**src/hw/rtl/ppid_pkg.sv**
```systemverilog
// Shared types, register map and constants for the pitch PID elevator block.
`default_nettype none

package ppid_pkg;

    // APB register map (word index = paddr[4:2])
    localparam int unsigned ADDR_W = 5;
    localparam int unsigned DATA_W = 32;

    localparam logic [2:0] REG_PROP_GAIN    = 3'd0;
    localparam logic [2:0] REG_INTEG_GAIN   = 3'd1;
    localparam logic [2:0] REG_DERIV_GAIN   = 3'd2;
    localparam logic [2:0] REG_TIME_STEP    = 3'd3;
    localparam logic [2:0] REG_TORQUE_SCALE = 3'd4;

    localparam logic [15:0] PROP_GAIN_RST    = 16'd2560;
    localparam logic [15:0] INTEG_GAIN_RST   = 16'd2560;
    localparam logic [15:0] DERIV_GAIN_RST   = 16'd512;
    localparam logic [15:0] TIME_STEP_RST    = 16'd655;
    localparam logic [31:0] TORQUE_SCALE_RST = 32'd65536;

    // Integrator upper clamp: 0.5 in Q3.28
    localparam logic signed [34:0] INTEG_UPPER = 35'sd134217728;
    localparam logic signed [34:0] INTEG_LOWER = -35'sd2147483648;

    // Deflection limit: 0.28 rad in Q3.12
    localparam logic [10:0] DEFL_LIMIT = 11'd1147;

    // Quotient bits produced by the divider (quotients >= 2^DIV_BITS saturate)
    localparam int unsigned DIV_BITS = 11;

    typedef struct packed {
        logic signed [15:0] pitch_setpoint;
        logic signed [15:0] pitch_angle;
        logic signed [15:0] pitch_rate;
        logic        [15:0] air_speed;
    } tick_t;

    typedef struct packed {
        logic signed [11:0] deflection;
        logic signed [31:0] accel_command;
    } result_t;

    typedef struct packed {
        logic [15:0] prop_gain;
        logic [15:0] integ_gain;
        logic [15:0] deriv_gain;
        logic [15:0] time_step;
        logic [31:0] torque_scale;
    } cfg_t;

    typedef enum logic [3:0] {
        ST_IDLE,
        ST_MUL1,
        ST_INTEG,
        ST_MUL2,
        ST_SUM,
        ST_ACC,
        ST_NUM,
        ST_CHK,
        ST_DIV,
        ST_DONE
    } state_t;

    // Controller -> datapath
    typedef struct packed {
        logic load;
        logic mul1;
        logic integ;
        logic mul2;
        logic sum;
        logic acc;
        logic num;
        logic chk;
        logic div_step;
        logic out_load;
    } cmd_t;

    // Datapath -> controller
    typedef struct packed {
        logic need_div;
    } stat_t;

endpackage : ppid_pkg

`default_nettype wire

```
**src/hw/rtl/ppid_regs.sv**
```systemverilog
// APB configuration registers for the pitch PID block.
`default_nettype none

module ppid_regs (
    input  wire logic                          clk,
    input  wire logic                          rst_n,
    input  wire logic                          psel,
    input  wire logic                          penable,
    input  wire logic                          pwrite,
    input  wire logic [ppid_pkg::ADDR_W-1:0]   paddr,
    input  wire logic [ppid_pkg::DATA_W-1:0]   pwdata,
    output logic      [ppid_pkg::DATA_W-1:0]   prdata,
    output logic                               pready,
    output ppid_pkg::cfg_t                     cfg,
    output logic                               gain_wr
);
    import ppid_pkg::*;

    cfg_t       cfg_reg;
    logic       wr_en;
    logic [2:0] idx;

    assign idx    = paddr[ADDR_W-1:2];
    assign wr_en  = psel && penable && pwrite;
    assign pready = 1'b1;
    assign cfg    = cfg_reg;

    // any gain write restarts the integrator
    assign gain_wr = wr_en && (idx == REG_PROP_GAIN || idx == REG_INTEG_GAIN
                               || idx == REG_DERIV_GAIN);

    always_ff @(posedge clk or negedge rst_n)
    begin
        if (!rst_n)
        begin
            cfg_reg.prop_gain    <= PROP_GAIN_RST;
            cfg_reg.integ_gain   <= INTEG_GAIN_RST;
            cfg_reg.deriv_gain   <= DERIV_GAIN_RST;
            cfg_reg.time_step    <= TIME_STEP_RST;
            cfg_reg.torque_scale <= TORQUE_SCALE_RST;
        end
        else if (wr_en)
        begin
            unique case (idx)
                REG_PROP_GAIN:    cfg_reg.prop_gain    <= pwdata[15:0];
                REG_INTEG_GAIN:   cfg_reg.integ_gain   <= pwdata[15:0];
                REG_DERIV_GAIN:   cfg_reg.deriv_gain   <= pwdata[15:0];
                REG_TIME_STEP:    cfg_reg.time_step    <= pwdata[15:0];
                REG_TORQUE_SCALE: cfg_reg.torque_scale <= pwdata;
                default:          ;
            endcase
        end
    end

    always_comb
    begin
        unique case (idx)
            REG_PROP_GAIN:    prdata = {16'd0, cfg_reg.prop_gain};
            REG_INTEG_GAIN:   prdata = {16'd0, cfg_reg.integ_gain};
            REG_DERIV_GAIN:   prdata = {16'd0, cfg_reg.deriv_gain};
            REG_TIME_STEP:    prdata = {16'd0, cfg_reg.time_step};
            REG_TORQUE_SCALE: prdata = cfg_reg.torque_scale;
            default:          prdata = '0;
        endcase
    end

endmodule : ppid_regs

`default_nettype wire

```
**config.mk**
```make
export PLATFORM = sky130hd
export DESIGN_NAME = ppid_regs
export DESIGN_NICKNAME = d
export VERILOG_FILES = /design/src/hw/rtl/ppid_pkg.sv /design/src/hw/rtl/ppid_regs.sv
export SDC_FILE = /design/constraint.sdc
export NUM_CORES = 1
export LEC_CHECK = 0
export ABC_CLOCK_PERIOD_IN_PS = 2700
export BUFFER_PORTS_ARGS = -buffer_cell sky130_fd_sc_hd__buf_2
export CAP_MARGIN = 20
export CORE_ASPECT_RATIO = 1.25
export CORE_MARGIN = 5
export CORE_UTILIZATION = 53
export DETAILED_ROUTE_END_ITERATION = 10
export GPL_TIMING_DRIVEN = 0
export PLACE_DENSITY = 0.86
export SYNTH_ARGS = -nofsm -noshare
export SYNTH_HDL_FRONTEND = slang
export SYNTH_SLANG_ARGS = --single-unit
```
**constraint.sdc**
```tcl
create_clock -name clk -period 2.7 [get_ports clk]
set_input_delay 0.54 -clock clk [delete_from_list [all_inputs] [get_ports clk]]
set_output_delay 0.54 -clock clk [all_outputs]
set_load 0.03 [all_outputs]
```
Word level (Yosys, flattened, before mapping):

Cells that the tools add are included.

* input port bits: 42
* logic and storage cells: 21
* register bits after elaboration: 96
* output and inout bits: 130

* muxes and demuxes: 1
* reduce and logical (&&, ||, !) cells: 11
* eq/ne operators: 4

Operators with widths (number)
* $pmux W32 S5: 1
* $reduce_and A2 Y1: 5
* $eq A3 B2 Y1 const B: 2
* $eq A3 B1 Y1 const B: 1
* $eq A3 B3 Y1 const B: 1
* $logic_and A1 B1 Y1: 3
* $logic_not A3 Y1: 1
* $logic_or A1 B1 Y1: 2

Logic depth before layout (Yosys ltp):

Gate-level depths: netlist of run 1.

* depth after elaboration: 4
* gate-level depth with buffers: 5
* mapped depth without buffers: 3

Worst setup path after synthesis of run 1:

Ideal clock, no wire load.

* kind: input -> output
* from: in paddr[3] (netlist name)
* to: out prdata[12] (netlist name)
* stages on the path: 4
* arrival time: 1.793 ns
* data required time: 2.160 ns
* setup slack: 0.367 ns
* buffers on the path: 2
* cell sequence: buf_6 -> clkbuf_1 -> mux2_2 -> a221o_1

* cells in the longest elaborated chain, start to end: 2
* elaborated cells between the ends (all ways): 6
* classes of those cells: 4 x eq/ne; 1 x mux; 1 x reduce/logical

RTL lines
* start, declared: RTL line ppid_regs.sv:10 `input wire logic [ppid_pkg::ADDR_W-1:0] paddr,`
* $eq A3 B3 Y1 (tied with other cells): RTL line ppid_regs.sv:57 `unique case (idx)`
* $pmux W32 S5 *: RTL line ppid_regs.sv:57
* end, declared: RTL line ppid_regs.sv:12 `output logic [ppid_pkg::DATA_W-1:0] prdata,`

Every way passes the cells marked *; elsewhere a longest branch is shown, timed or not.

Final worst setup path of run 1:

* from: in paddr[4] (netlist name)
* to: out prdata[4] (netlist name)

Same word-level chain as after synthesis.

==> run metrics, run 1 <==
status=finished clean; vias in the first global route=3502; DRC viols=0; clk_lat worst skew=approximately 370 ps; Slew HR=around 51%; nets=529; post-DR wirelength/cell=20.70 microns; critical path arrival=2020 ps; syn_nets=between 300 and 400; First DRT Iteration DRCs=153; Worst Hold Class=in2async; CP endpoint kind=output pin; Cells after Synth=between 300 and 400; Final Cycle Share=~95%; std cell rows=37; Die H=111.9 microns; power per cell area=818.4 nW/um^2; max reg flops=between 90 and 100; maxcap violations=0; fraction of layout cells with a size suffix above 1=65.85%; peak supply drop=between 0.0004 and 0.0005 V; DP HPWL=8921 microns; Final Hold Fails=0; Top Ports=172; Tot GR Track Use=24.52%; skew final=0 ps; most common cell after layout, fill and taps aside=buf_2; Finish-stage setup viols=0; post-synthesis async set-or-reset flop share=100.0%; Max clock buf depth=2; worst-path maximum fanout=10; initial antenna violation count=0; CTS clock-pin slew for the worst setup and hold paths=90 ps; worst slew pin tran=approximately 730 ps; total global routing overflow=0; Antenna Cells=0; Post-DRT Antenna Nets=0; first-pass GRT wire length=19280 microns; clock root buffer master=clkbuf_8; Leak=2.972 nW; starting density of the core=between 50% and 60%; syn_area_per_cell=roughly 14 sq um; Num Clock Sinks=96; synth unique cells=27; synthesized flop and latch total=96; Syn Std Cell Area=between 4000 and 5000 sq um; Placer Congestion=0.8980; CTS buffer count=9; WP data required=2160 ps; die area=approximately 10000 sq um; area grow syn2layout=27.40%; via/cell ratio=5.630; Setup CP Type=in2out; Top FF cell, synth=dfrtp_1; Core Region=8194 sq um; post-synthesis sequential area ratio=54.86%; Post-synth EDFFs=0; YS warnings=0; hold_ws=146.5 ps; CTS tree=built; pins over their slew limit=0; largest net degree at the start of global routing=57; post-CTS setup buffers=0; drt pass-1 iters=4; max frequency=a little under 400 MHz; total number of vias=3316; chip width=91.56 microns; number of H-tree levels=3; final WL=12190 microns; Period minus WS final=2558 ps; RSZ-0062 raised after global routing=no; startpoint type of the worst setup path=input port; number of port buffers=167; Total Power=4.595 mW; most frequent cells in the layout=172 x buf_2, 99 x mux2_2, 84 x dfrtp_1
## timing repair
item / in CTS / in global routing
hold buffers: 0 / 0
gates resized for setup: 6 / 2
endpoints found under the setup margin: 14 / 10
## Yosys cell counts (3+ instances only)
cell / instances / area (sq um)
and2_1: 16 / 100.1
nand2b_1: 3 / 18.77
a221o_1: 15 / 150.1
mux2_2: 99 / 1115
mux2_4: 10 / 150.1
dfrtp_1: 84 / 2102
buf_4: 3 / 22.52
mux2i_1: 15 / 150.1
clkbuf_1: 8 / 30.03
dfstp_2: 12 / 315.3
nor3_2: 3 / 30.03
buf_2: 6 / 30.03
nor2_1: 17 / 63.81
## path summary, 6_finish.rpt
kind | startpoint | to | slack (ps) | depth (start not counted)
hold / removal | rst_n | cfg[0]$_DFFE_PN0P_ | 150 | 1
hold reg to reg | cfg[18]$_DFFE_PN0P_ | cfg[18]$_DFFE_PN0P_ | 520 | 1
setup / recovery | paddr[4] | prdata[4] | 140 | 6
min in group clk | pwdata[31] | cfg[31]$_DFFE_PN0P_ | 390 | 2
setup reg to reg | cfg[6]$_DFFE_PN0P_ | cfg[6]$_DFFE_PN0P_ | 1890 | 1
max in group asynchronous | rst_n | cfg[57]$_DFFE_PN1P_ | 1840 | 2
## kinds of logic (layout without fill, tap and decap cells)
logic type | Yosys count | after routing | share of synthesized area, %
AO/OA/AOI/OAI | 20 | 20 | 4.259
buffers and inverters | 21 | 204 | 2.555
AND/OR/NAND/NOR | 45 | 45 | 5.622
flip-flops | 96 | 96 | 54.86
multiplexers | 126 | 126 | 32.62
other | 1 | 1 | 0.08510
## cell type report
type                            instances  area [sq um]
Tap cell                               97         121.4
Clock inverter                          3         65.06
Sequential cell                        96          2417
Fill cell                             623          2580
Buffer                                 18         108.9
Multi-Input combinational cell        192          1879
Clock buffer                           13         148.9
Timing Repair Buffer                  168         865.8
Inverter                                2         7.507
## report_power, final
part	switching, mW	internal, mW	leakage [nW]
sequential	0.214	1.74	1.20
combinational	1.04	0.570	1.67
clock	0.483	0.547	0.108
## per-layer routing
metal | wire length (microns) | GRT usage, % | share of wire, % | vias to the layer above
met4 | 208 | 9.759 | 1.7 | 0
met1 | 4937 | 30.68 | 41 | 1661
met5 | 0 | 0 | 0 | -
met2 | 6018 | 41.00 | 49 | 165
met3 | 1025 | 5.608 | 8.4 | 18
li1 | - | - | - | 1472
## per-stage QoR
step	setup slack (ps)	util, %	TNS, ps	cell area [sq um]	std cells
6_report	142.4	68.51	0	5614	589
5_1_grt	39.77	68.51	0	5614	589
2_1_floorplan	367.1	-	0	4407	309
3_3_place_gp	-323.4	65.46	-3515	5364	573
4_1_cts	43.22	68.50	0	5613	589
3_5_place_dp	-357.9	65.83	-4080	5394	574
## worst max-delay path, stage by stage
cell      delay [ps]
buf_2            170
nand2b_1         370
clkbuf_2         380
nor2_1            90
a221o_1          280
buf_2            180
No activity file was read; power rests on OpenSTA's default activity.
==> run 2: changes to the inputs <==
Settings changed: CORE_ASPECT_RATIO 1.25 to 1.5.
==> run metrics, run 2 (synthesis gave the netlist of run 1 again) <==
power per cell area=851.8 nW/um^2 (was 818.4 nW/um^2); largest net degree at the start of global routing=75 (was 57); Max clock buf depth=2 (unchanged); status=finished clean (unchanged); total number of vias=3310 (was 3316); Fillers=566 (was 623); chip width=84.45 microns (was 91.56 microns); Final Cycle Share=95.22% (was 94.73%); pins over their slew limit=0 (unchanged); critical path depth=6 (unchanged); Placer Congestion=0.7865 (was 0.8980); max reg flops=96 (unchanged); drt pass-1 iters=4 (unchanged); Total Power=4.873 mW (was 4.595 mW); Post-DRT Antenna Nets=0 (unchanged); final WL=12110 microns (was 12190 microns); CP startpoint=paddr[4] (unchanged); peak supply drop=0.0005966 V (was 0.0004361 V); Num Clock Sinks=96 (unchanged); Worst Hold Class=in2async (unchanged); CTS clock-pin slew for the worst setup and hold paths=60 ps (was 90 ps); max frequency=389.0 MHz (was 391.0 MHz); Core Region=8058 sq um (was 8194 sq um); std cell rows=40 (was 37); total global routing overflow=0 (unchanged); startpoint type of the worst setup path=input port (unchanged); worst slew pin tran=651.0 ps (was 727.3 ps); first-pass GRT wire length=18820 microns (was 19280 microns); CP delay by family, top=buffers and inverters (unchanged); most frequent cell on the critical path=buf_2 (unchanged); Die H=121.7 microns (was 111.9 microns); Finished Core Util=70.99% (was 68.51%); maxcap violations=0 (unchanged); initial antenna violation count=0 (unchanged); worst flop-to-flop path startpoint=cfg[5]$_DFFE_PN0P_ (was cfg[6]$_DFFE_PN0P_); CP cell instances=buf_2, nand2b_1, clkbuf_2, nor2_1, a221o_1, buf_2 (unchanged); number of H-tree levels=3 (unchanged); via/cell ratio=5.544 (was 5.630); clock root buffer master=clkbuf_16 (was clkbuf_8); Antenna Cells=0 (unchanged); clk_lat worst skew=340 ps (was 370 ps); Non-Filler Instances=597 (was 589); number of port buffers=167 (unchanged); CTS buffer count=9 (unchanged); RSZ-0062 raised after global routing=no (unchanged); CTS tree=built (unchanged); Final Hold Fails=0 (unchanged); nets=529 (unchanged); most frequent cells in the layout=172 x buf_2, 99 x mux2_2, 84 x dfrtp_1 (unchanged); WP data required=2160 ps (about the same); CP endpoint kind=output pin (unchanged); vias in the first global route=3449 (was 3502); FF-to-FF path depth=1 (unchanged); worst-path maximum fanout=10 (unchanged); fraction of layout cells with a size suffix above 1=66.26% (was 65.85%); cell total after placement=582 (was 574); critical path's slowest cell=clkbuf_2 (unchanged); Leak=3.020 nW (was 2.972 nW); starting density of the core=54.69% (was 53.78%); Slew HR=56.36% (was 51.25%); area grow syn2layout=29.81% (was 27.40%); die area=10280 sq um (was 10250 sq um); post-DR wirelength/cell=20.28 microns (was 20.70 microns); Tot GR Track Use=23.80% (was 24.52%); skew final=0 ps (unchanged); reg-to-reg setup timing slack=1900 ps (was 1890 ps); worst setup path endpoint=prdata[14] (was prdata[4]); reg2reg end=cfg[5]$_DFFE_PN0P_ (was cfg[6]$_DFFE_PN0P_); DRC viols=0 (unchanged); Period minus WS final=2571 ps (was 2558 ps); Top Ports=172 (unchanged); Setup CP Type=in2out (unchanged); CP bufs+invs=3 (unchanged); critical path arrival=2030 ps (was 2020 ps); critical path's largest stage delay=380 ps (about the same); First DRT Iteration DRCs=95 (was 153); most common cell after layout, fill and taps aside=buf_2 (unchanged); DP HPWL=8509 microns (was 8921 microns); Finish-stage setup viols=0 (unchanged)
## run 2: final cells by class
class | count | area (sq um) | area share (%)
Tap cell | 105 | 131.4 | 2.297
Inverter | 2 | 7.507 | 0.1312
Clock buffer | 13 | 270.3 | 4.724
Clock inverter | 3 | 40.04 | 0.6999
Sequential cell | 96 | 2417 | 42.26
Timing Repair Buffer | 168 | 865.8 | 15.14
Buffer | 18 | 108.9 | 1.903
Multi-Input combinational cell | 192 | 1879 | 32.85
## run 2: metrics by stage
step                instance area [sq um]  hold WS, ps  worst slack (ps)  TNS (ps)
global placement                     5374        492.0            -305.3     -3133
global route                         5720        106.1             73.51         0
CTS                                  5718        98.38             25.63         0
floorplan                            4407        244.4             367.1         0
finish                               5720        87.97             129.0         0
detailed placement                   5404        461.8            -335.6     -3725
## run 2: worst min-delay path by stage
stage / start / to / slack, ps / cells past startpoint
after floorplan: rst_n / cfg[0]$_DFFE_PN0P_ / 240 / 0
after global placement: cfg[5]$_DFFE_PN0P_ / cfg[5]$_DFFE_PN0P_ / 490 / 1
after detailed placement: rst_n / cfg[76]$_DFFE_PN0P_ / 460 / 1
after CTS: rst_n / cfg[76]$_DFFE_PN0P_ / 100 / 1
after global routing: rst_n / cfg[44]$_DFFE_PN0P_ / 110 / 1
final: rst_n / cfg[45]$_DFFE_PN0P_ / 90 / 1
## run 2: what timing repair did
action,4_1_cts,5_1_grt
endpoints found under the setup margin,14,8
setup buffers,0,0
hold buffers,0,0
gates resized for setup,5,4
hold endpoints to repair,0,0
## run 2: metal layers
metal / GRT usage (%) / vias up / share of wire [%]
met1: 27.80 / 1690 / 38
li1: - / 1469 / -
met3: 6.022 / 22 / 6.0
met2: 41.60 / 129 / 54
met5: 0 / - / 0
met4: 9.901 / 0 / 2.6
## run 2: power by group
| part | leakage (nW) | switching, mW | internal [mW] |
|---|---|---|---|
| registers | 1.20 | 0.213 | 1.75 |
| clock network | 0.156 | 0.518 | 0.791 |
| logic | 1.67 | 1.03 | 0.570 |
| total | 3.02 | 1.76 | 3.11 |
