`src/hw/rtl/ppid_pkg.sv`:
```
// Shared types, register map and constants for the pitch PID elevator block.
`default_nettype none

package ppid_pkg;

    // APB register map (word index = paddr[4:2])
    localparam int unsigned ADDR_W = 5;
    localparam int unsigned DATA_W = 32;

    localparam logic [2:0] REG_PROP_GAIN    = 3'd0;
    localparam logic [2:0] REG_INTEG_GAIN   = 3'd1;
    localparam logic [2:0] REG_DERIV_GAIN   = 3'd2;
    localparam logic [2:0] REG_TIME_STEP    = 3'd3;
    localparam logic [2:0] REG_TORQUE_SCALE = 3'd4;

    localparam logic [15:0] PROP_GAIN_RST    = 16'd2560;
    localparam logic [15:0] INTEG_GAIN_RST   = 16'd2560;
    localparam logic [15:0] DERIV_GAIN_RST   = 16'd512;
    localparam logic [15:0] TIME_STEP_RST    = 16'd655;
    localparam logic [31:0] TORQUE_SCALE_RST = 32'd65536;

    // Integrator upper clamp: 0.5 in Q3.28
    localparam logic signed [34:0] INTEG_UPPER = 35'sd134217728;
    localparam logic signed [34:0] INTEG_LOWER = -35'sd2147483648;

    // Deflection limit: 0.28 rad in Q3.12
    localparam logic [10:0] DEFL_LIMIT = 11'd1147;

    // Quotient bits produced by the divider (quotients >= 2^DIV_BITS saturate)
    localparam int unsigned DIV_BITS = 11;

    typedef struct packed {
        logic signed [15:0] pitch_setpoint;
        logic signed [15:0] pitch_angle;
        logic signed [15:0] pitch_rate;
        logic        [15:0] air_speed;
    } tick_t;

    typedef struct packed {
        logic signed [11:0] deflection;
        logic signed [31:0] accel_command;
    } result_t;

    typedef struct packed {
        logic [15:0] prop_gain;
        logic [15:0] integ_gain;
        logic [15:0] deriv_gain;
        logic [15:0] time_step;
        logic [31:0] torque_scale;
    } cfg_t;

    typedef enum logic [3:0] {
        ST_IDLE,
        ST_MUL1,
        ST_INTEG,
        ST_MUL2,
        ST_SUM,
        ST_ACC,
        ST_NUM,
        ST_CHK,
        ST_DIV,
        ST_DONE
    } state_t;

    // Controller -> datapath
    typedef struct packed {
        logic load;
        logic mul1;
        logic integ;
        logic mul2;
        logic sum;
        logic acc;
        logic num;
        logic chk;
        logic div_step;
        logic out_load;
    } cmd_t;

    // Datapath -> controller
    typedef struct packed {
        logic need_div;
    } stat_t;

endpackage : ppid_pkg

`default_nettype wire

```
`src/hw/rtl/ppid_ctrl.sv`:
```
// Sequencing state machine for the pitch PID block.
`default_nettype none

module ppid_ctrl (
    input  wire logic            clk,
    input  wire logic            rst_n,
    input  wire logic            tick_valid,
    output logic                 tick_ready,
    output logic                 result_valid,
    input  wire logic            result_ready,
    input  wire ppid_pkg::stat_t status,
    output ppid_pkg::cmd_t       cmd
);
    import ppid_pkg::*;

    localparam int unsigned CNT_W = $clog2(DIV_BITS);

    state_t             state_reg, state_next;
    logic [CNT_W-1:0]   cnt_reg, cnt_next;
    logic               rvalid_reg, rvalid_next;
    logic               out_free;

    assign out_free     = !rvalid_reg || result_ready;
    assign result_valid = rvalid_reg;

    // next state
    always_comb
    begin
        state_next = state_reg;
        unique case (state_reg)
            ST_IDLE:  if (tick_valid) state_next = ST_MUL1;
            ST_MUL1:  state_next = ST_INTEG;
            ST_INTEG: state_next = ST_MUL2;
            ST_MUL2:  state_next = ST_SUM;
            ST_SUM:   state_next = ST_ACC;
            ST_ACC:   state_next = ST_NUM;
            ST_NUM:   state_next = ST_CHK;
            ST_CHK:   state_next = status.need_div ? ST_DIV : ST_DONE;
            ST_DIV:   if (cnt_reg == CNT_W'(DIV_BITS - 1)) state_next = ST_DONE;
            ST_DONE:  if (out_free) state_next = ST_IDLE;
            default:  state_next = ST_IDLE;
        endcase
    end

    // outputs
    always_comb
    begin
        cmd          = '0;
        tick_ready   = 1'b0;
        cnt_next     = cnt_reg;
        unique case (state_reg)
            ST_IDLE:
            begin
                tick_ready = 1'b1;
                cmd.load   = tick_valid;
            end
            ST_MUL1:  cmd.mul1  = 1'b1;
            ST_INTEG: cmd.integ = 1'b1;
            ST_MUL2:  cmd.mul2  = 1'b1;
            ST_SUM:   cmd.sum   = 1'b1;
            ST_ACC:   cmd.acc   = 1'b1;
            ST_NUM:   cmd.num   = 1'b1;
            ST_CHK:
            begin
                cmd.chk  = 1'b1;
                cnt_next = '0;
            end
            ST_DIV:
            begin
                cmd.div_step = 1'b1;
                cnt_next     = cnt_reg + 1'b1;
            end
            ST_DONE:  cmd.out_load = out_free;
            default:  ;
        endcase
        rvalid_next = cmd.out_load ? 1'b1 : (result_ready ? 1'b0 : rvalid_reg);
    end

    always_ff @(posedge clk or negedge rst_n)
    begin
        if (!rst_n)
        begin
            state_reg  <= ST_IDLE;
            cnt_reg    <= '0;
            rvalid_reg <= 1'b0;
        end
        else
        begin
            state_reg  <= state_next;
            cnt_reg    <= cnt_next;
            rvalid_reg <= rvalid_next;
        end
    end

endmodule : ppid_ctrl

`default_nettype wire

```
`config.mk`:
```
export PLATFORM = sky130hd
export DESIGN_NAME = ppid_ctrl
export DESIGN_NICKNAME = d
export VERILOG_FILES = /design/src/hw/rtl/ppid_pkg.sv /design/src/hw/rtl/ppid_ctrl.sv
export SDC_FILE = /design/constraint.sdc
export NUM_CORES = 1
export LEC_CHECK = 0
export ABC_CLOCK_PERIOD_IN_PS = 1500
export BUFFER_PORTS_ARGS = -buffer_cell sky130_fd_sc_hd__buf_2
export CORE_UTILIZATION = 43
export CTS_CLUSTER_DIAMETER = 50
export DETAILED_ROUTE_END_ITERATION = 16
export HOLD_SLACK_MARGIN = 0.08
export PLACE_DENSITY_LB_ADDON = 0.08
export SYNTH_ARGS = -nofsm -noshare
export SYNTH_HDL_FRONTEND = slang
export SYNTH_SLANG_ARGS = --single-unit
```
`constraint.sdc`:
```
create_clock -name clk -period 1.5 [get_ports clk]
set_input_delay 0.3 -clock clk [delete_from_list [all_inputs] [get_ports clk]]
set_output_delay 0.3 -clock clk [all_outputs]
set_load 0.005 [all_outputs]
```
Word level (Yosys, flattened, before mapping) --
Cells that the tools add are included.
Cells by class: muxes and demuxes 19, equal/unequal tests 13, add/subtract/negate cells 1, reduce and logical (&&, ||, !) cells 6
Operators by type and width (number):
- one-hot mux 4 bit (10 select lines) | 1
- == test 4 x 3 -> 1 bit, second input constant | 4
- two-way mux 1 bit | 14
- == test 4 bit, second input constant | 3
- two-way mux 4 bit | 3
- == test 4 x 2 -> 1 bit, second input constant | 2
- one-hot mux 4 bit (2 select lines) | 1
- != test 2 bit, second input constant | 3
- adder 4 x 1 -> 4 bit, second input constant | 1
- == test 4 x 1 -> 1 bit, second input constant | 1
- logical NOT 4 bit | 1
- nonzero test 2 bit | 2
- AND reduction 3 bit | 1
- logical NOT 1 bit | 1
- logical OR 1 bit | 1
Word-level totals: bits of input ports 5, output and inout port bits 12, flip-flop bits (word level) 9

Depth between registers and ports, before layout --
Gate-level depths: netlist of the first run.
depth after elaboration 4, gate-level depth with buffers 5, gate-level depth less buffers 4

Worst setup path after synthesis of the first run --
No wires, ideal clock.
path kind flip-flop to flip-flop, from register state_reg[2], to register cnt_reg[0], required time 1.375 ns, arrival 1.364 ns, buffers on the path 1, slack 0.011 ns, cell stages (with the launch flop) 6, cell sequence dfrtp_1 buf_6 or4b_4 clkinv_4 nor2_2 mux2_4
Between the ends: cells in the longest elaborated chain, start to end 2, elaborated cells on any way between the ends 4
RTL lines:
- start: declaration | RTL line ppid_ctrl.sv:18 | state_t state_reg, state_next;
- start signal: assignment | RTL line ppid_ctrl.sv:89 | state_reg <= state_next;
- == test 4 bit or == test 4 x 3 -> 1 bit (tied branches) | RTL line ppid_ctrl.sv:51 | unique case (state_reg)
- one-hot mux 4 bit (2 select lines) or nonzero test 2 bit (tied branches)
- end signal: assignment | RTL line ppid_ctrl.sv:90 | cnt_reg <= cnt_next;
- end: declaration | RTL line ppid_ctrl.sv:19 | logic [CNT_W-1:0] cnt_reg, cnt_next;
Several ways; a longest one is shown, not always the timed one. A chain may end at the register's enable or synchronous reset.

==> results of run 1 <==
[synth_stat cells (all sizes together)]
library cell  instances  area share, %
a21oi                 1           0.88
dfrtp                 9             40
nor4                  1            1.1
and4b                 1            2.0
a21o                  1            1.3
o2bb2ai               1            1.5
and3                  1            1.3
clkinv                1            1.5
o31a                  1            1.5
clkbuf                1           0.66
nor2b                 1            1.1
a31oi                 1            1.1
inv                   4            2.6
buf                   3            5.3
mux2                  2            4.6
nand4                 1            1.1
o32ai                 1            1.5
mux2i                 1            1.8
a41o                  1            1.8
ha                    2            4.4
nor3                  5            4.4
nor2                  5            3.7
and2                  1            1.1
a22o                  1            1.8
nand3                 1           0.88
xnor2                 2            3.1
or4b                  1            2.4
nand2                 4            2.6
nand2b                3            3.3
[logic make-up (layout without fill, tap and decap cells)]
family	count (synthesis)	after routing
compound gates	8	8
xor+xnor	2	2
fa+ha+maj	2	2
buf+inv	9	42
flops	9	9
mux	3	3
simple gates	25	25
[power groups by stage]
stage	logic, W	registers, W	clock network, W
floorplan	0.000487	0.000394	0
global placement	0.000689	0.000390	0
detailed placement	0.000694	0.000390	0
CTS	0.000941	0.000393	0.000191
global route	0.00127	0.000403	0.000213
finish	0.00119	0.000394	0.000194
[path summary, 6_finish.rpt]
check	endpoint	from	slack, ns	cells after the start
worst max-delay path	cmd[1]	state_reg[2]	-0.17	3
worst min-delay path	result_valid	result_ready	0.36	3
worst max register to register	cnt_reg[0]	state_reg[2]	-0.12	6
worst min register to register	cnt_reg[2]	cnt_reg[2]	0.52	1
max in group asynchronous	state_reg[0]	rst_n	0.92	2
min in group asynchronous	state_reg[1]	rst_n	0.41	2
[cell usage in the layout, fill, tap and decap left out, drive strengths merged, types with 2 or more instances in the layout]
cell,synthesis,layout
inv,4,4
dfrtp,9,9
nor2,5,5
buf,3,32
ha,2,2
clkbuf,1,4
nor3,5,5
nand2,4,4
nand2b,3,3
mux2,2,2
xnor2,2,2
[layer usage]
metal | GRT usage [%] | part of all wire, % | up-vias
li1 | - | - | 273
met3 | 5.81 | 4.0 | 6
met5 | 0 | 0 | -
met2 | 30.1 | 47 | 15
met4 | 10.3 | 2.0 | 0
met1 | 30.7 | 47 | 258
[final cells by class]
cell class	instances	area share, %
sequential	9	25.1
timing repair buffer	33	27.5
clock buffer	4	2.93
inverter	5	3.21
tap	14	1.95
multi-input combinational	40	39.3
[through the flow]
stage,instance area (µm²),hold slack (ns),util [%],power [W],setup slack [ns]
after floorplan,569,0.00441,-,0.000881,0.0109
after global routing,897,0.394,76.6,0.00189,-0.202
after CTS,818,0.362,69.9,0.00152,-0.160
after global placement,663,0.158,56.6,0.00108,0.0599
final,897,0.356,76.6,0.00177,-0.169
after detailed placement,663,0.155,56.6,0.00108,0.0510
[worst max-delay path: stages, from the launching register on]
cell and delay [ns]:
dfrtp_1 0.38, or4b_4 0.57, clkinv_4 0.07, buf_6 0.08
[timing repair]
action | 4_1_cts | 5_1_grt
endpoints found under the hold margin | 9 | 0
setup endpoints to repair | 10 | 15
pin swaps | 3 | 4
setup buffers | 8 | 4
hold buffers | 1 | 0
gates resized for setup | 13 | 13
==> out/qor.txt, run 1 <==
drc violations - 0
Mapped Area - 569 µm²
Post-layout nets - 99
Clock Sinks - 9
Vias - 552
Crit path arrival time - 1.37 ns
Tightest Pin Transition - 0.250 ns
Switch Pwr - 0.000727 W
CTS Buffer Depth - 2
Initial DRC Count - 7
Sequential Area - 225 µm²
total grt overflow - 0
XOR/XNOR share of the synthesized area - 3.08%
Worst-Skew Late Latency - 0.27 ns
switch share - 41.0%
clock share of power - 10.9%
CTS root buffer - clkbuf_4
WL final - 1.59 mm
CTS Buf Count - 3
post-synthesis sequential area ratio - 39.6%
final setup skew - 0.00256 ns
adder and majority cell fraction of the synthesized area - 4.40%
static leakage - 0.477 nW
Antenna diodes - 0
status - finished with violations
count of final setup violators - 13
number of port buffers - 16
failing checks - negative setup slack
Min-Delay Path Class - primary input to flip-flop
Logic pwr share - 66.9%
Mapped Nets - 65
Ports - 17
WP data required - 1.20 ns
initial antenna violation count - 0
Max-Cap Viols - 0
CP Class - flip-flop to output port
Starting Density - 48.6%
max-slew violations - 0
Pre-antenna DRT Iters - 4
first-pass GRT wire length - 2.11 mm
final std cells w/o fill - 105
largest family of logic cells by synthesized area - simple AND/OR/NAND/NOR gates
remaining antenna violation count - 0
Reg power frac - 22.2%
CP max FO - 2
H-Tree Depth - 1
P&R area growth vs syn - 57.6%
Max Fclk - 599 MHz
VDD IR-drop max - 1.21 mV
post-synthesis register bit count - 9
drt wl/cell - 15.1 µm
die width - 38.4 µm
All-Layer GR Usage - 21.6%
Internal Power - 0.00105 W
share of cells above drive strength 1 - 60.4%
Rows - 12
Die Height - 38.4 µm
Post-DP HPWL - 819 µm
core region area - 0.00117 mm²
Worst Setup End Kind - output port
RSZ-0062 raised after global routing - yes
post-synthesis cell count - 58
Multi-input gate area - 353 µm²
Die Area - 0.00147 mm²
Post-Place Cells - 88
mux share of post-synthesis cell area - 6.37%
worst setup margin - -0.169 ns
largest net degree at the start of global routing - 10
warnings from Yosys - 0
final hold vios - 0
Worst-path clk slew - 0.06 ns
Fin Setup TNS - -1.02 ns
Max-slew headroom - 83.3%
syn avg cell area - 9.82 µm²
synth unique cells - 32
Via density - 5.26
complex-gate fraction of the synthesized area - 11.4%
Worst Setup Start Kind - flip-flop
RD Place Congestion - 0.819
pwr/cell area - 1980 mW/mm²
# fillers - 82
Period minus WS final - 1.67 ns
Simple-Gate Fraction of Synth Area - 25.1%
Tcrit/Tclk final - 111%
CTS tree - done
vias in the first global route - 462
No activity file was read; power rests on OpenSTA's default activity.
==> inputs of run 2 (changes only) <==
SKIP_CTS_REPAIR_TIMING = 1   (was unset)
==> out/qor.txt, run 2 (same netlist as run 1, synthesis figures left out) <==
status - finished with violations (unchanged)
failing checks - negative setup slack (unchanged)
Antenna diodes - 0 (unchanged)
All-Layer GR Usage - 17.8% (was 21.6%)
final hold vios - 0 (unchanged)
Via density - 5.33 (was 5.26)
Pre-antenna DRT Iters - 4 (unchanged)
CP max stage delay - 0.58 ns (was 0.57 ns)
# fillers - 84 (was 82)
drc violations - 0 (unchanged)
number of port buffers - 16 (unchanged)
Critical path buffers and inverters - 2 (unchanged)
Starting Density - 48.6% (unchanged)
share of cells above drive strength 1 - 61.1% (was 60.4%)
Worst-path clk slew - 0.06 ns (about the same)
critical path's top delay family - simple AND/OR/NAND/NOR gates (unchanged)
Crit path arrival time - 1.40 ns (was 1.37 ns)
Max-slew headroom - 84.7% (was 83.3%)
total power - 0.00170 W (was 0.00177 W)
total grt overflow - 0 (unchanged)
Ports - 17 (unchanged)
vias in the first global route - 375 (was 462)
Worst-Skew Late Latency - 0.26 ns (was 0.27 ns)
core region area - 0.00117 mm² (unchanged)
Min-Delay Path Class - primary input to flip-flop (unchanged)
Die Height - 38.4 µm (unchanged)
CTS Buf Count - 3 (unchanged)
commonest non-fill, non-tap cells in the layout - 16 x buf_2, 9 x dfrtp_1, 9 x buf_4 (was 15 x buf_2, 9 x dfrtp_1, 9 x buf_6)
CTS root buffer - clkbuf_4 (unchanged)
P&R area growth vs syn - 55.8% (was 57.6%)
WL final - 1.58 mm (was 1.59 mm)
CP Class - flip-flop to output port (unchanged)
RSZ-0062 raised after global routing - yes (unchanged)
Worst Setup End Kind - output port (unchanged)
Vias - 554 (was 552)
first-pass GRT wire length - 1.73 mm (was 2.11 mm)
drt wl/cell - 15.2 µm (was 15.1 µm)
die width - 38.4 µm (unchanged)
static leakage - 0.469 nW (was 0.477 nW)
worst setup margin - -0.200 ns (was -0.169 ns)
Post-DP HPWL - 819 µm (unchanged)
Sequential Area - 225 µm² (unchanged)
remaining antenna violation count - 0 (unchanged)
Worst Setup Start Kind - flip-flop (unchanged)
commonest non-fill, non-tap cell in the layout - buf_2 (unchanged)
Tightest Pin Transition - 0.227 ns (was 0.250 ns)
H-Tree Depth - 1 (unchanged)
max-slew violations - 0 (unchanged)
VDD IR-drop max - 1.23 mV (was 1.21 mV)
Die Area - 0.00147 mm² (unchanged)
CTS Buffer Depth - 2 (unchanged)
Max Fclk - 588 MHz (was 599 MHz)
Initial DRC Count - 13 (was 7)
critical path, cell by cell - or4b_4, clkinv_4, buf_6 (unchanged)
Max-Cap Viols - 0 (unchanged)
Slowest-stage cell, CP - or4b_4 (unchanged)
Post-layout nets - 98 (was 99)
Tcrit/Tclk final - 113% (was 111%)
Rows - 12 (unchanged)
count of final setup violators - 14 (was 13)
Period minus WS final - 1.70 ns (was 1.67 ns)
initial antenna violation count - 0 (unchanged)
pwr/cell area - 1910 mW/mm² (was 1980 mW/mm²)
largest net degree at the start of global routing - 13 (was 10)
Clock Sinks - 9 (unchanged)
final setup skew - 0.00221 ns (was 0.00256 ns)
Multi-input gate area - 364 µm² (was 353 µm²)
WP data required - 1.20 ns (about the same)
pre-CTS setup slack - 0.0510 ns (unchanged)
RD Place Congestion - 0.819 (unchanged)
CP max FO - 3 (was 2)
CTS tree - done (unchanged)
==> run 2: per-layer routing <==
layer / up-vias / global-route usage, % / routed length, µm
met4: 0 / 7.76 / 21
met1: 269 / 27.4 / 763
li1: 269 / - / -
met5: - / 0 / 0
met2: 14 / 22.5 / 726
met3: 2 / 5.23 / 66
==> run 2: area by class of cell <==
type	instances	share of cell area, %
Clock buffer	4	2.96
Inverter	5	3.24
Multi-Input combinational cell	40	41.0
Sequential cell	9	25.4
Tap cell	14	1.97
Timing Repair Buffer	32	25.4
==> run 2: where the power goes <==
group / switching, W / total [W] / internal [W]
combinational: 0.000556 / 0.00111 / 0.000554
sequential: 0.0000744 / 0.000402 / 0.000327
clock: 0.0000822 / 0.000185 / 0.000102
==> run 2: final timing paths <==
path | from | end | slack [ns] | depth (start not counted)
max in group asynchronous | rst_n | state_reg[0] | 0.92 | 2
worst max-delay path | state_reg[1] | cmd[1] | -0.20 | 3
worst min register to register | cnt_reg[2] | cnt_reg[2] | 0.52 | 1
worst max register to register | state_reg[1] | cnt_reg[0] | -0.08 | 5
worst min-delay path | result_ready | result_valid | 0.39 | 3
min in group asynchronous | rst_n | cnt_reg[2] | 0.41 | 2
==> run 2: metrics by stage <==
stage | utilization [%] | cells | cell area, µm² | setup TNS, ns | hold slack [ns]
3_5_place_dp | 56.6 | 88 | 663 | 0 | 0.155
5_1_grt | 75.7 | 104 | 887 | -1.54 | 0.408
4_1_cts | 58.9 | 92 | 689 | -0.965 | -0.128
3_3_place_gp | 56.6 | 88 | 663 | 0 | 0.158
2_1_floorplan | - | 58 | 569 | 0 | 0.00441
6_report | 75.7 | 104 | 887 | -0.951 | 0.390
==> run 2: worst reg2reg max path, cell delays in order (launching register included) <==
cell	delay (ns)
dfrtp_1	0.39
or4b_4	0.58
clkinv_4	0.08
buf_4	0.11
nor2_2	0.05
mux2_4	0.26
